--- src/wav_pcm16_stream_parser_assert.svh ---
// Assertion macros for the WAV PCM16 stream parser.
`ifndef WAV_PCM16_STREAM_PARSER_ASSERT_SVH
`define WAV_PCM16_STREAM_PARSER_ASSERT_SVH

// Same-cycle implication, sampled on clk, off during reset.
`define WAVP_ASSERT_IMP(lbl, ante, cons, msg) \
  lbl: assert property (@(posedge clk) disable iff (!rst_n) (ante) |-> (cons)) else $error(msg);

// Next-cycle implication, sampled on clk, off during reset.
`define WAVP_ASSERT_NXT(lbl, ante, cons, msg) \
  lbl: assert property (@(posedge clk) disable iff (!rst_n) (ante) |=> (cons)) else $error(msg);

`endif

--- src/wavp_pkg.sv ---
// Types and constants for the WAV PCM16 stream parser.
package wavp_pkg;

  typedef enum logic [6:0] {
    PH_PREAMBLE = 7'b0000001,
    PH_HEADER   = 7'b0000010,
    PH_FMT_BODY = 7'b0000100,
    PH_SKIP     = 7'b0001000,
    PH_PAD      = 7'b0010000,
    PH_STREAM   = 7'b0100000,
    PH_SILENT   = 7'b1000000
  } phase_t;

  typedef enum logic [1:0] {
    KIND_FORMAT = 2'd0,
    KIND_SAMPLE = 2'd1,
    KIND_ERROR  = 2'd2
  } kind_t;

  typedef enum logic [2:0] {
    ERR_NOT_RIFF     = 3'd0,
    ERR_FMT_SMALL    = 3'd1,
    ERR_DATA_NO_FMT  = 3'd2,
    ERR_NOT_PCM      = 3'd3,
    ERR_NOT_MONO     = 3'd4,
    ERR_NOT_16BIT    = 3'd5,
    ERR_TRUNCATED    = 3'd6,
    ERR_NO_AUDIO     = 3'd7
  } err_t;

  typedef enum logic {
    OP_BYTE = 1'b0,
    OP_EOS  = 1'b1
  } op_t;

  // Four-character codes as read little-endian
  localparam logic [31:0] ID_RIFF = 32'h4646_4952;
  localparam logic [31:0] ID_WAVE = 32'h4556_4157;
  localparam logic [31:0] ID_FMT  = 32'h2074_6D66;
  localparam logic [31:0] ID_DATA = 32'h6174_6164;

  localparam logic [31:0] FMT_MIN_SIZE = 32'd16;
  localparam logic [15:0] TAG_PCM      = 16'd1;
  localparam logic [15:0] MONO         = 16'd1;
  localparam logic [15:0] DEPTH_16     = 16'd16;

  localparam logic [31:0] PRE_RIFF_LAST = 32'd3;
  localparam logic [31:0] PRE_LAST      = 32'd11;
  localparam logic [31:0] HDR_ID_BYTES  = 32'd4;
  localparam logic [31:0] HDR_LAST      = 32'd7;

endpackage

--- src/wav_pcm16_stream_parser.sv ---
// WAV PCM16 mono stream parser: RIFF/WAVE header walk and sample extraction.
//
// Usage:
//   Input channel (in_valid/in_ready) carries one transfer per byte of the
//   response body (in_op = 0, byte on in_stream_byte) or an end-of-stream
//   marker (in_op = 1). Result channel (out_valid/out_ready) carries at most
//   one result per input transfer: a format announcement with the sample rate
//   (kind 0) at the data chunk header, one signed 16-bit sample (kind 1) per
//   byte pair of audio, or one error (kind 2) after which the block is silent.
//   Latency: a result appears on out_* the cycle after the input transfer that
//   caused it. Throughput: one byte per cycle, barring a stall; the parse state
//   updates in a single pass from the input ports into the state and result
//   registers. in_ready = output register empty or being taken this cycle, so
//   a byte is accepted while a finished result is leaving; when the receiver
//   stalls with a result held, in_ready drops until that result is taken.
//   Reset (rst_n low, synchronous) returns to waiting for the RIFF preamble,
//   clears all captured format fields and empties the output register.
//   After an error or an end-of-stream marker every input transfer is taken
//   and ignored until the next reset.
`include "wav_pcm16_stream_parser_assert.svh"

module wav_pcm16_stream_parser (
  input  logic                  clk,
  input  logic                  rst_n,
  input  logic                  in_valid,
  output logic                  in_ready,
  input  logic [0:0]            in_op,
  input  logic [7:0]            in_stream_byte,
  output logic                  out_valid,
  input  logic                  out_ready,
  output logic [1:0]            out_kind,
  output logic signed [15:0]    out_sample,
  output logic [31:0]           out_rate_hz,
  output logic [2:0]            out_error_code
);
  import wavp_pkg::*;

  // parse state
  phase_t      phase_r, phase_nxt;
  logic [31:0] byte_count_r, byte_count_nxt;
  logic [31:0] chunk_id_r, chunk_id_nxt;
  logic [31:0] chunk_size_r, chunk_size_nxt;
  logic [15:0] format_tag_r, format_tag_nxt;
  logic [15:0] channel_count_r, channel_count_nxt;
  logic [31:0] rate_value_r, rate_value_nxt;
  logic [15:0] bit_depth_r, bit_depth_nxt;
  logic        fmt_seen_r, fmt_seen_nxt;
  logic        any_byte_seen_r, any_byte_seen_nxt;
  logic [7:0]  low_byte_r, low_byte_nxt;
  logic        low_byte_held_r, low_byte_held_nxt;
  logic        preamble_bad_r, preamble_bad_nxt;

  // output register
  logic        out_valid_r;
  logic [1:0]  out_kind_r;
  logic [15:0] out_sample_r;
  logic [31:0] out_rate_r;
  logic [2:0]  out_err_r;

  // result of this transfer
  logic        res_vld;
  kind_t       res_kind;
  logic [15:0] res_smp;
  logic [31:0] res_rate;
  err_t        res_err;

  logic        in_xfer;
  logic [31:0] byte_word;
  logic [4:0]  lane_sh;
  logic [31:0] id_new;
  logic [31:0] size_new;
  logic [31:0] cnt_inc;
  logic        body_end;
  logic [31:0] body_id;
  logic [31:0] body_size;

  assign in_ready = !out_valid_r || out_ready;
  assign in_xfer  = in_valid && in_ready;

  assign byte_word = {24'd0, in_stream_byte};
  assign lane_sh   = {byte_count_r[1:0], 3'b000};
  assign cnt_inc   = byte_count_r + 32'd1;

  always_comb begin
    phase_nxt         = phase_r;
    byte_count_nxt    = byte_count_r;
    chunk_id_nxt      = chunk_id_r;
    chunk_size_nxt    = chunk_size_r;
    format_tag_nxt    = format_tag_r;
    channel_count_nxt = channel_count_r;
    rate_value_nxt    = rate_value_r;
    bit_depth_nxt     = bit_depth_r;
    fmt_seen_nxt      = fmt_seen_r;
    any_byte_seen_nxt = any_byte_seen_r;
    low_byte_nxt      = low_byte_r;
    low_byte_held_nxt = low_byte_held_r;
    preamble_bad_nxt  = preamble_bad_r;
    res_vld           = 1'b0;
    res_kind          = KIND_FORMAT;
    res_smp           = 16'd0;
    res_rate          = 32'd0;
    res_err           = ERR_NOT_RIFF;
    id_new            = chunk_id_r;
    size_new          = chunk_size_r;
    body_end          = 1'b0;
    body_id           = chunk_id_r;
    body_size         = chunk_size_r;

    if (phase_r == PH_SILENT) begin
      // absorbing: everything is dropped
    end else if (in_op == OP_EOS) begin
      if (phase_r == PH_STREAM) begin
        low_byte_held_nxt = 1'b0;
        phase_nxt         = PH_SILENT;
      end else begin
        phase_nxt = PH_SILENT;
        res_vld   = 1'b1;
        res_kind  = KIND_ERROR;
        res_err   = any_byte_seen_r ? ERR_TRUNCATED : ERR_NO_AUDIO;
      end
    end else begin
      any_byte_seen_nxt = 1'b1;
      unique case (phase_r)
        PH_PREAMBLE: begin
          id_new = ((byte_count_r[1:0] == 2'd0) ? 32'd0 : chunk_id_r)
                   | (byte_word << lane_sh);
          chunk_id_nxt = id_new;
          if (byte_count_r == PRE_RIFF_LAST && id_new != ID_RIFF) begin
            preamble_bad_nxt = 1'b1;
          end
          if (byte_count_r == PRE_LAST) begin
            if (preamble_bad_r || id_new != ID_WAVE) begin
              phase_nxt = PH_SILENT;
              res_vld   = 1'b1;
              res_kind  = KIND_ERROR;
              res_err   = ERR_NOT_RIFF;
            end else begin
              phase_nxt      = PH_HEADER;
              byte_count_nxt = 32'd0;
              chunk_id_nxt   = 32'd0;
              chunk_size_nxt = 32'd0;
            end
          end else begin
            byte_count_nxt = cnt_inc;
          end
        end
        PH_HEADER: begin
          if (byte_count_r < HDR_ID_BYTES) begin
            id_new = chunk_id_r | (byte_word << lane_sh);
          end else begin
            size_new = chunk_size_r | (byte_word << lane_sh);
          end
          chunk_id_nxt   = id_new;
          chunk_size_nxt = size_new;
          if (byte_count_r >= HDR_LAST) begin
            if (id_new == ID_DATA) begin
              res_vld   = 1'b1;
              res_kind  = KIND_ERROR;
              phase_nxt = PH_SILENT;
              // checks in priority order
              priority if (!fmt_seen_r)             res_err = ERR_DATA_NO_FMT;
              else if (format_tag_r != TAG_PCM)     res_err = ERR_NOT_PCM;
              else if (channel_count_r != MONO)     res_err = ERR_NOT_MONO;
              else if (bit_depth_r != DEPTH_16)     res_err = ERR_NOT_16BIT;
              else begin
                res_kind          = KIND_FORMAT;
                res_rate          = rate_value_r;
                phase_nxt         = PH_STREAM;
                low_byte_held_nxt = 1'b0;
              end
            end else begin
              byte_count_nxt = 32'd0;
              phase_nxt      = (id_new == ID_FMT) ? PH_FMT_BODY : PH_SKIP;
              if (size_new == 32'd0) begin
                body_end  = 1'b1;
                body_id   = id_new;
                body_size = size_new;
              end
            end
          end else begin
            byte_count_nxt = cnt_inc;
          end
        end
        PH_FMT_BODY: begin
          if (byte_count_r[31:4] == 28'd0) begin
            unique case (byte_count_r[3:0])
              4'd0:  format_tag_nxt[7:0]     = in_stream_byte;
              4'd1:  format_tag_nxt[15:8]    = in_stream_byte;
              4'd2:  channel_count_nxt[7:0]  = in_stream_byte;
              4'd3:  channel_count_nxt[15:8] = in_stream_byte;
              4'd4:  rate_value_nxt[7:0]     = in_stream_byte;
              4'd5:  rate_value_nxt[15:8]    = in_stream_byte;
              4'd6:  rate_value_nxt[23:16]   = in_stream_byte;
              4'd7:  rate_value_nxt[31:24]   = in_stream_byte;
              4'd14: bit_depth_nxt[7:0]      = in_stream_byte;
              4'd15: bit_depth_nxt[15:8]     = in_stream_byte;
              default: ;
            endcase
          end
          byte_count_nxt = cnt_inc;
          body_end       = (cnt_inc == chunk_size_r);
        end
        PH_SKIP: begin
          byte_count_nxt = cnt_inc;
          body_end       = (cnt_inc == chunk_size_r);
        end
        PH_PAD: begin
          phase_nxt      = PH_HEADER;
          byte_count_nxt = 32'd0;
          chunk_id_nxt   = 32'd0;
          chunk_size_nxt = 32'd0;
        end
        PH_STREAM: begin
          if (!low_byte_held_r) begin
            low_byte_nxt      = in_stream_byte;
            low_byte_held_nxt = 1'b1;
          end else begin
            low_byte_held_nxt = 1'b0;
            res_vld           = 1'b1;
            res_kind          = KIND_SAMPLE;
            res_smp           = {in_stream_byte, low_byte_r};
          end
        end
        default: phase_nxt = PH_SILENT;
      endcase

      // end of a fmt or skipped chunk body
      if (body_end) begin
        if (body_id == ID_FMT && body_size < FMT_MIN_SIZE) begin
          phase_nxt = PH_SILENT;
          res_vld   = 1'b1;
          res_kind  = KIND_ERROR;
          res_err   = ERR_FMT_SMALL;
        end else begin
          if (body_id == ID_FMT) begin
            fmt_seen_nxt = 1'b1;
          end
          if (body_size[0]) begin
            phase_nxt = PH_PAD;
          end else begin
            phase_nxt      = PH_HEADER;
            byte_count_nxt = 32'd0;
            chunk_id_nxt   = 32'd0;
            chunk_size_nxt = 32'd0;
          end
        end
      end
    end
  end

  always_ff @(posedge clk) begin
    if (!rst_n) begin
      phase_r         <= PH_PREAMBLE;
      byte_count_r    <= 32'd0;
      chunk_id_r      <= 32'd0;
      chunk_size_r    <= 32'd0;
      format_tag_r    <= 16'd0;
      channel_count_r <= 16'd0;
      rate_value_r    <= 32'd0;
      bit_depth_r     <= 16'd0;
      fmt_seen_r      <= 1'b0;
      any_byte_seen_r <= 1'b0;
      low_byte_r      <= 8'd0;
      low_byte_held_r <= 1'b0;
      preamble_bad_r  <= 1'b0;
      out_valid_r     <= 1'b0;
    end else begin
      if (in_xfer) begin
        phase_r         <= phase_nxt;
        byte_count_r    <= byte_count_nxt;
        chunk_id_r      <= chunk_id_nxt;
        chunk_size_r    <= chunk_size_nxt;
        format_tag_r    <= format_tag_nxt;
        channel_count_r <= channel_count_nxt;
        rate_value_r    <= rate_value_nxt;
        bit_depth_r     <= bit_depth_nxt;
        fmt_seen_r      <= fmt_seen_nxt;
        any_byte_seen_r <= any_byte_seen_nxt;
        low_byte_r      <= low_byte_nxt;
        low_byte_held_r <= low_byte_held_nxt;
        preamble_bad_r  <= preamble_bad_nxt;
        out_valid_r     <= res_vld;
      end else if (out_ready) begin
        out_valid_r <= 1'b0;
      end
    end
  end

  // result payload, loaded only when a result is produced
  always_ff @(posedge clk) begin
    if (in_xfer && res_vld) begin
      out_kind_r   <= res_kind;
      out_sample_r <= res_smp;
      out_rate_r   <= res_rate;
      out_err_r    <= (res_kind == KIND_ERROR) ? res_err : 3'd0;
    end
  end

  assign out_valid      = out_valid_r;
  assign out_kind       = out_kind_r;
  assign out_sample     = out_sample_r;
  assign out_rate_hz    = out_rate_r;
  assign out_error_code = out_err_r;

  // An error result is final: the parser must already be silent.
  `WAVP_ASSERT_IMP(a_err_silent, out_valid_r && out_kind_r == KIND_ERROR, phase_r == PH_SILENT, "error result while parser still active")
  // A format announcement starts streaming with no byte held.
  `WAVP_ASSERT_IMP(a_fmt_stream, out_valid_r && out_kind_r == KIND_FORMAT, phase_r == PH_STREAM && !low_byte_held_r, "format result without entering stream phase")
  // Samples only come out of the stream phase, with the pair completed.
  `WAVP_ASSERT_IMP(a_smp_stream, out_valid_r && out_kind_r == KIND_SAMPLE, phase_r == PH_STREAM && !low_byte_held_r, "sample result outside stream phase")

endmodule
--- config.mk ---
export PLATFORM = sky130hd
export DESIGN_NAME = wav_pcm16_stream_parser
export DESIGN_NICKNAME = d
export VERILOG_FILES = /design/src/wavp_pkg.sv /design/src/wav_pcm16_stream_parser.sv
export VERILOG_INCLUDE_DIRS = /design/src /design/src/src
export SDC_FILE = /design/constraint.sdc
export NUM_CORES = 1
export LEC_CHECK = 0
export BUFFER_PORTS_ARGS = -buffer_cell sky130_fd_sc_hd__buf_2
export CORE_UTILIZATION = 25
export CTS_BUF_LIST = sky130_fd_sc_hd__clkbuf_4
export DETAILED_ROUTE_END_ITERATION = 16
export PLACE_DENSITY = 0.38
export SLEW_MARGIN = 15
export SYNTH_ARGS = -nofsm -noshare
export SYNTH_HDL_FRONTEND = slang
export SYNTH_SLANG_ARGS = --single-unit
--- constraint.sdc ---
create_clock -name clk -period 23.3 [get_ports clk]
set_clock_uncertainty 0.15 [all_clocks]
set_input_delay 4.66 -clock clk [delete_from_list [all_inputs] [get_ports clk]]
set_output_delay 4.66 -clock clk [all_outputs]
set_load 0.02 [all_outputs]
==> qor.csv <==
stage;metric;value;unit
setup_path;criticalPathCategory;primary input to output pin;
setup_path;worst_r2r_startpoint;byte_count_r[2];
final_layout;layout-drive-gt1-share;15.6;%
final_layout;syn2layout_area_growth;14.6;%
logic_synthesis;synth_cells;1523;
sta;final_critical_path_required_period;9.90;ns
logic_synthesis;synth.cells.most_frequent;196 x sky130_fd_sc_hd__dfxtp_1, 158 x sky130_fd_sc_hd__nand2_1, 128 x sky130_fd_sc_hd__a21oi_1, 128 x sky130_fd_sc_hd__nor2_1, 116 x sky130_fd_sc_hd__nand3_1;
final_layout;number_of_fill_cells_in_the_layout;5491;
power_and_ir_drop;internal_power;0.000712;W
sta;slew_headroom;21.7;%
logic_synthesis;synth.most_common_cell;sky130_fd_sc_hd__dfxtp_1;
logic_synthesis;synth_top_cells_by_area;sky130_fd_sc_hd__dfxtp_1 31%, sky130_fd_sc_hd__edfxtp_1 12%, sky130_fd_sc_hd__a21oi_1 5.0%, sky130_fd_sc_hd__nand2_1 4.6%, sky130_fd_sc_hd__nand3_1 4.6%;
die;ios;68;
clock_tree;post_cts.repair.setup_buffers;0;
sta;final-max-slew-violation-count;0;
logic_synthesis;synthArstFlopShare;0;%
clock_tree;clkSlewWorstSetupHoldPaths;0.05;ns
sta;worst_slew_pin_slew;1.17;ns
power_and_ir_drop;power_leakage;5.11;nW
detailed_routing;drtIter0Drc;955;
logic_synthesis;yosys_warnings;0;
setup_path;highest_cell_delay_on_the_worst_timing_path;0.17;ns
clock_tree;cts_hold_buf;0;
logic_synthesis;syn-cell-area;0.0128;sq mm
setup_path;critical_path_peak_fanout;3;
setup_path;worstSetupStartpointType;primary input;
logic_synthesis;postSynthRegisterBits;249;
final_layout;final_cell_area;0.0146;sq mm
detailed_routing;finalWirelength;47000;um
detailed_routing;drc;0;
setup_path;critical_path.most_common_cell;sky130_fd_sc_hd__buf_2;
clock_tree;clock_sink_count;249;
sta;achievable-frequency;0.101;GHz
logic_synthesis;synth_cell_types;86;
detailed_routing;route.detailed.vias_per_inst;5.22;
setup_path;cp_num_cells;3;
die;die_width;228;um
detailed_routing;drtAntennaViolNets;0;
setup_path;crit_path_end_kind;output pin;
clock_tree;clock_latency;0.84;ns
sta;rsz0062_at_grt;no;
setup_path;timing.critical_path.cells;buf_2 -> nand2b_1 -> buf_2;
min_path;whs_path_depth;2;
clock_tree;cts_buffers;74;
min_path;worstHoldPathType;register to register;
final_layout;multi_input_comb_area;0.00664;sq mm
logic_synthesis;synth_nets;1540;
power_and_ir_drop;powerDensity;67.6;mW/mm^2
sta;hold_viol_final;0;
place;portBuffers;67;
setup_path;regToRegSetupSlack;17.77;ns
setup_path;setup.worst_path.start;out_ready;
detailed_routing;vias_after_detailed_routing;11978;
logic_synthesis;ys.flop_type;sky130_fd_sc_hd__dfxtp_1;
die;fp-row-count;82;
sta;total_negative_slack;0;ns
die;fp.dieArea;0.0519;sq mm
logic_synthesis;synth_largest_type_area_fraction;30.8;%
global_routing;via_count_of_the_first_global_routing_pass;11585;
global_routing;antenna_found_initial;3;
global_routing;grt_start_max_net_pins;99;
clock_tree;cts-root-to-sink-buffers;3;
logic_synthesis;post_synthesis_sequential_area_ratio;43.2;%
setup_path;r2r_end;out_rate_hz[20];
power_and_ir_drop;power_frac_comb;9.2;%
setup_path;worst_setup_path_endpoint;in_ready;
sta;setup_violations;0;
clock_tree;cts_tree;done;
setup_path;worstPathRequired;18.49;ns
global_routing;grt_pass1_wl;72200;um
power_and_ir_drop;power_frac_seq;45.5;%
global_routing;globalRouteOverflowTotal;0;
die;die_height;228;um
setup_path;arrival;5.09;ns
die;placeableCoreArea;0.0503;sq mm
place;place_congestion;0.859;
detailed_routing;wire_per_inst;20.5;um
logic_synthesis;synthDominantAreaCellType;sky130_fd_sc_hd__dfxtp_1;
power_and_ir_drop;swShare;28.0;%
global_routing;grt_util_all_layers;18.0;%
run_status;status;finished clean;
power_and_ir_drop;switching_power_summed_over_all_nets;0.000277;W
logic_synthesis;synth-edff-count;53;
power_and_ir_drop;power.ir.vdd_worst;0.0277;mV
final_layout;area.sequential;0.00552;sq mm
setup_path;critical_path.n_buffers_inverters;2;
sta;period_share;42.5;%
clock_tree;root_buffer;sky130_fd_sc_hd__clkbuf_4;
setup_path;ff2ff_path_depth;11;
clock_tree;cts-htree-levels;3;
die;start_util;25.4;%
setup_path;critical-path-slowest-cell;sky130_fd_sc_hd__nand2b_1;
place;place.detailed.hpwl;30600;um
final_layout;nets;1582;
clock_tree;cells_resized_by_post_cts_repair;0;
power_and_ir_drop;share_clk_of_total_power;45.3;%
job;maxCapViolations;0;
detailed_routing;drt-pass1-iter-count;5;
setup_path;critical-path-top-delay-family;buffers and inverters;
logic_synthesis;synthesis.area_per_instance;8.38;sq um
place;post_detailed_placement_cell_area;0.0136;sq mm
[worst min-delay path: cells and delay by family (launching register included)]
kind               cells  cell delay [ns]
DFF                    1             0.30
AOI/OAI and AO/OA      1             0.05
and+or+nand+nor        1             0.05
[power groups by stage]
| stage | Sequential, W | Clock (W) | Combinational [W] |
|---|---|---|---|
| after floorplan | 0.000467 | 0 | 0.0000487 |
| after global placement | 0.000460 | 0 | 0.0000906 |
| after detailed placement | 0.000460 | 0 | 0.0000905 |
| after CTS | 0.000450 | 0.000466 | 0.0000907 |
| after global routing | 0.000451 | 0.000486 | 0.0000978 |
| final | 0.000450 | 0.000448 | 0.0000908 |
[sequential cells by signal, indices dropped and copies added, names as in the netlist, 2 cells and up]
signal	cells
bit_depth_r	16
byte_count_r	32
channel_count_r	16
chunk_id_r	32
chunk_size_r	32
format_tag_r	16
low_byte_r	8
out_error_code	3
out_kind	2
out_rate_hz	32
out_sample	16
phase_r	7
rate_value_r	32
[how the worst min path moves through the flow]
stage                        from                  to  slack [ns]
2_1_floorplan  channel_count_r[0]  channel_count_r[0]        0.28
3_3_place_gp     rate_value_r[26]    rate_value_r[26]        0.29
3_5_place_dp     rate_value_r[11]    rate_value_r[11]        0.29
4_1_cts          rate_value_r[11]    rate_value_r[11]        0.30
5_1_grt           rate_value_r[8]     rate_value_r[8]        0.32
6_report         rate_value_r[24]    rate_value_r[24]        0.30
[layer usage]
layer  GRT usage [%]  wire (um)
met5               0         13
met4            5.89        960
met3            3.51       2630
met2            27.6      20900
met1            25.3      22500
[kinds of logic (layout without fill, tap and decap cells)]
family	Yosys count	after routing	synth area share [%]
xor+xnor	42	42	2.94
flops	249	249	43.2
other cells	0	4	0
simple gates	691	691	27.9
fa+ha+maj	4	4	0.392
buf+inv	155	251	5.05
compound gates	361	361	18.8
mux	21	21	1.67
[cell usage in the layout, fill, tap and decap left out, types with 6 or more instances in the layout]
| cell type | instances |
|---|---|
| sky130_fd_sc_hd__a31oi_1 | 36 |
| sky130_fd_sc_hd__xnor2_1 | 23 |
| sky130_fd_sc_hd__nor3_1 | 38 |
| sky130_fd_sc_hd__or3_1 | 17 |
| sky130_fd_sc_hd__inv_1 | 30 |
| sky130_fd_sc_hd__nand2b_1 | 11 |
| sky130_fd_sc_hd__o21ai_0 | 52 |
| sky130_fd_sc_hd__buf_2 | 67 |
| sky130_fd_sc_hd__a32o_1 | 19 |
| sky130_fd_sc_hd__or4_1 | 8 |
| sky130_fd_sc_hd__nand3_1 | 116 |
| sky130_fd_sc_hd__nand4_1 | 31 |
| sky130_fd_sc_hd__o211ai_1 | 6 |
| sky130_fd_sc_hd__nand2_1 | 158 |
| sky130_fd_sc_hd__a41oi_1 | 10 |
| sky130_fd_sc_hd__and2_1 | 53 |
| sky130_fd_sc_hd__and4_1 | 10 |
| sky130_fd_sc_hd__nor4_1 | 44 |
| sky130_fd_sc_hd__o22ai_1 | 11 |
| sky130_fd_sc_hd__xor2_1 | 18 |
| sky130_fd_sc_hd__or2_2 | 9 |
| sky130_fd_sc_hd__buf_4 | 23 |
| sky130_fd_sc_hd__nor2_1 | 127 |
| sky130_fd_sc_hd__edfxtp_1 | 53 |
| sky130_fd_sc_hd__a22o_1 | 14 |
| sky130_fd_sc_hd__a21oi_1 | 128 |
| sky130_fd_sc_hd__and3_1 | 18 |
| sky130_fd_sc_hd__mux2i_1 | 19 |
| sky130_fd_sc_hd__o2bb2ai_1 | 6 |
| sky130_fd_sc_hd__o31ai_1 | 9 |
| sky130_fd_sc_hd__clkinv_1 | 9 |
| sky130_fd_sc_hd__clkbuf_4 | 113 |
| sky130_fd_sc_hd__nor2b_1 | 12 |
| sky130_fd_sc_hd__a21o_1 | 12 |
| sky130_fd_sc_hd__a211oi_1 | 6 |
| sky130_fd_sc_hd__dfxtp_1 | 196 |
[stage by stage]
stage          power, W  std cells  worst slack [ns]  utilization, %  hold WS (ns)
2_1_floorplan  0.000515       1523             12.43               -         0.282
3_3_place_gp   0.000550       2161             13.40            27.1         0.290
3_5_place_dp   0.000550       2161             13.38            27.1         0.292
4_1_cts         0.00101       2291             13.38            29.0         0.301
5_1_grt         0.00103       2295             13.38            29.1         0.317
6_report       0.000988       2295             13.40            29.1         0.298
[final cells by class]
class | count | area share (%)
inverters | 31 | 0.796
repair buffers | 90 | 3.48
clock buffers | 113 | 5.80
well taps | 672 | 5.75
diodes | 4 | 0.0685
clock inverters | 17 | 0.924
multi-input cells | 1119 | 45.5
flip-flops and latches | 249 | 37.7
Note: power is estimated with default switching activity, not from simulation.
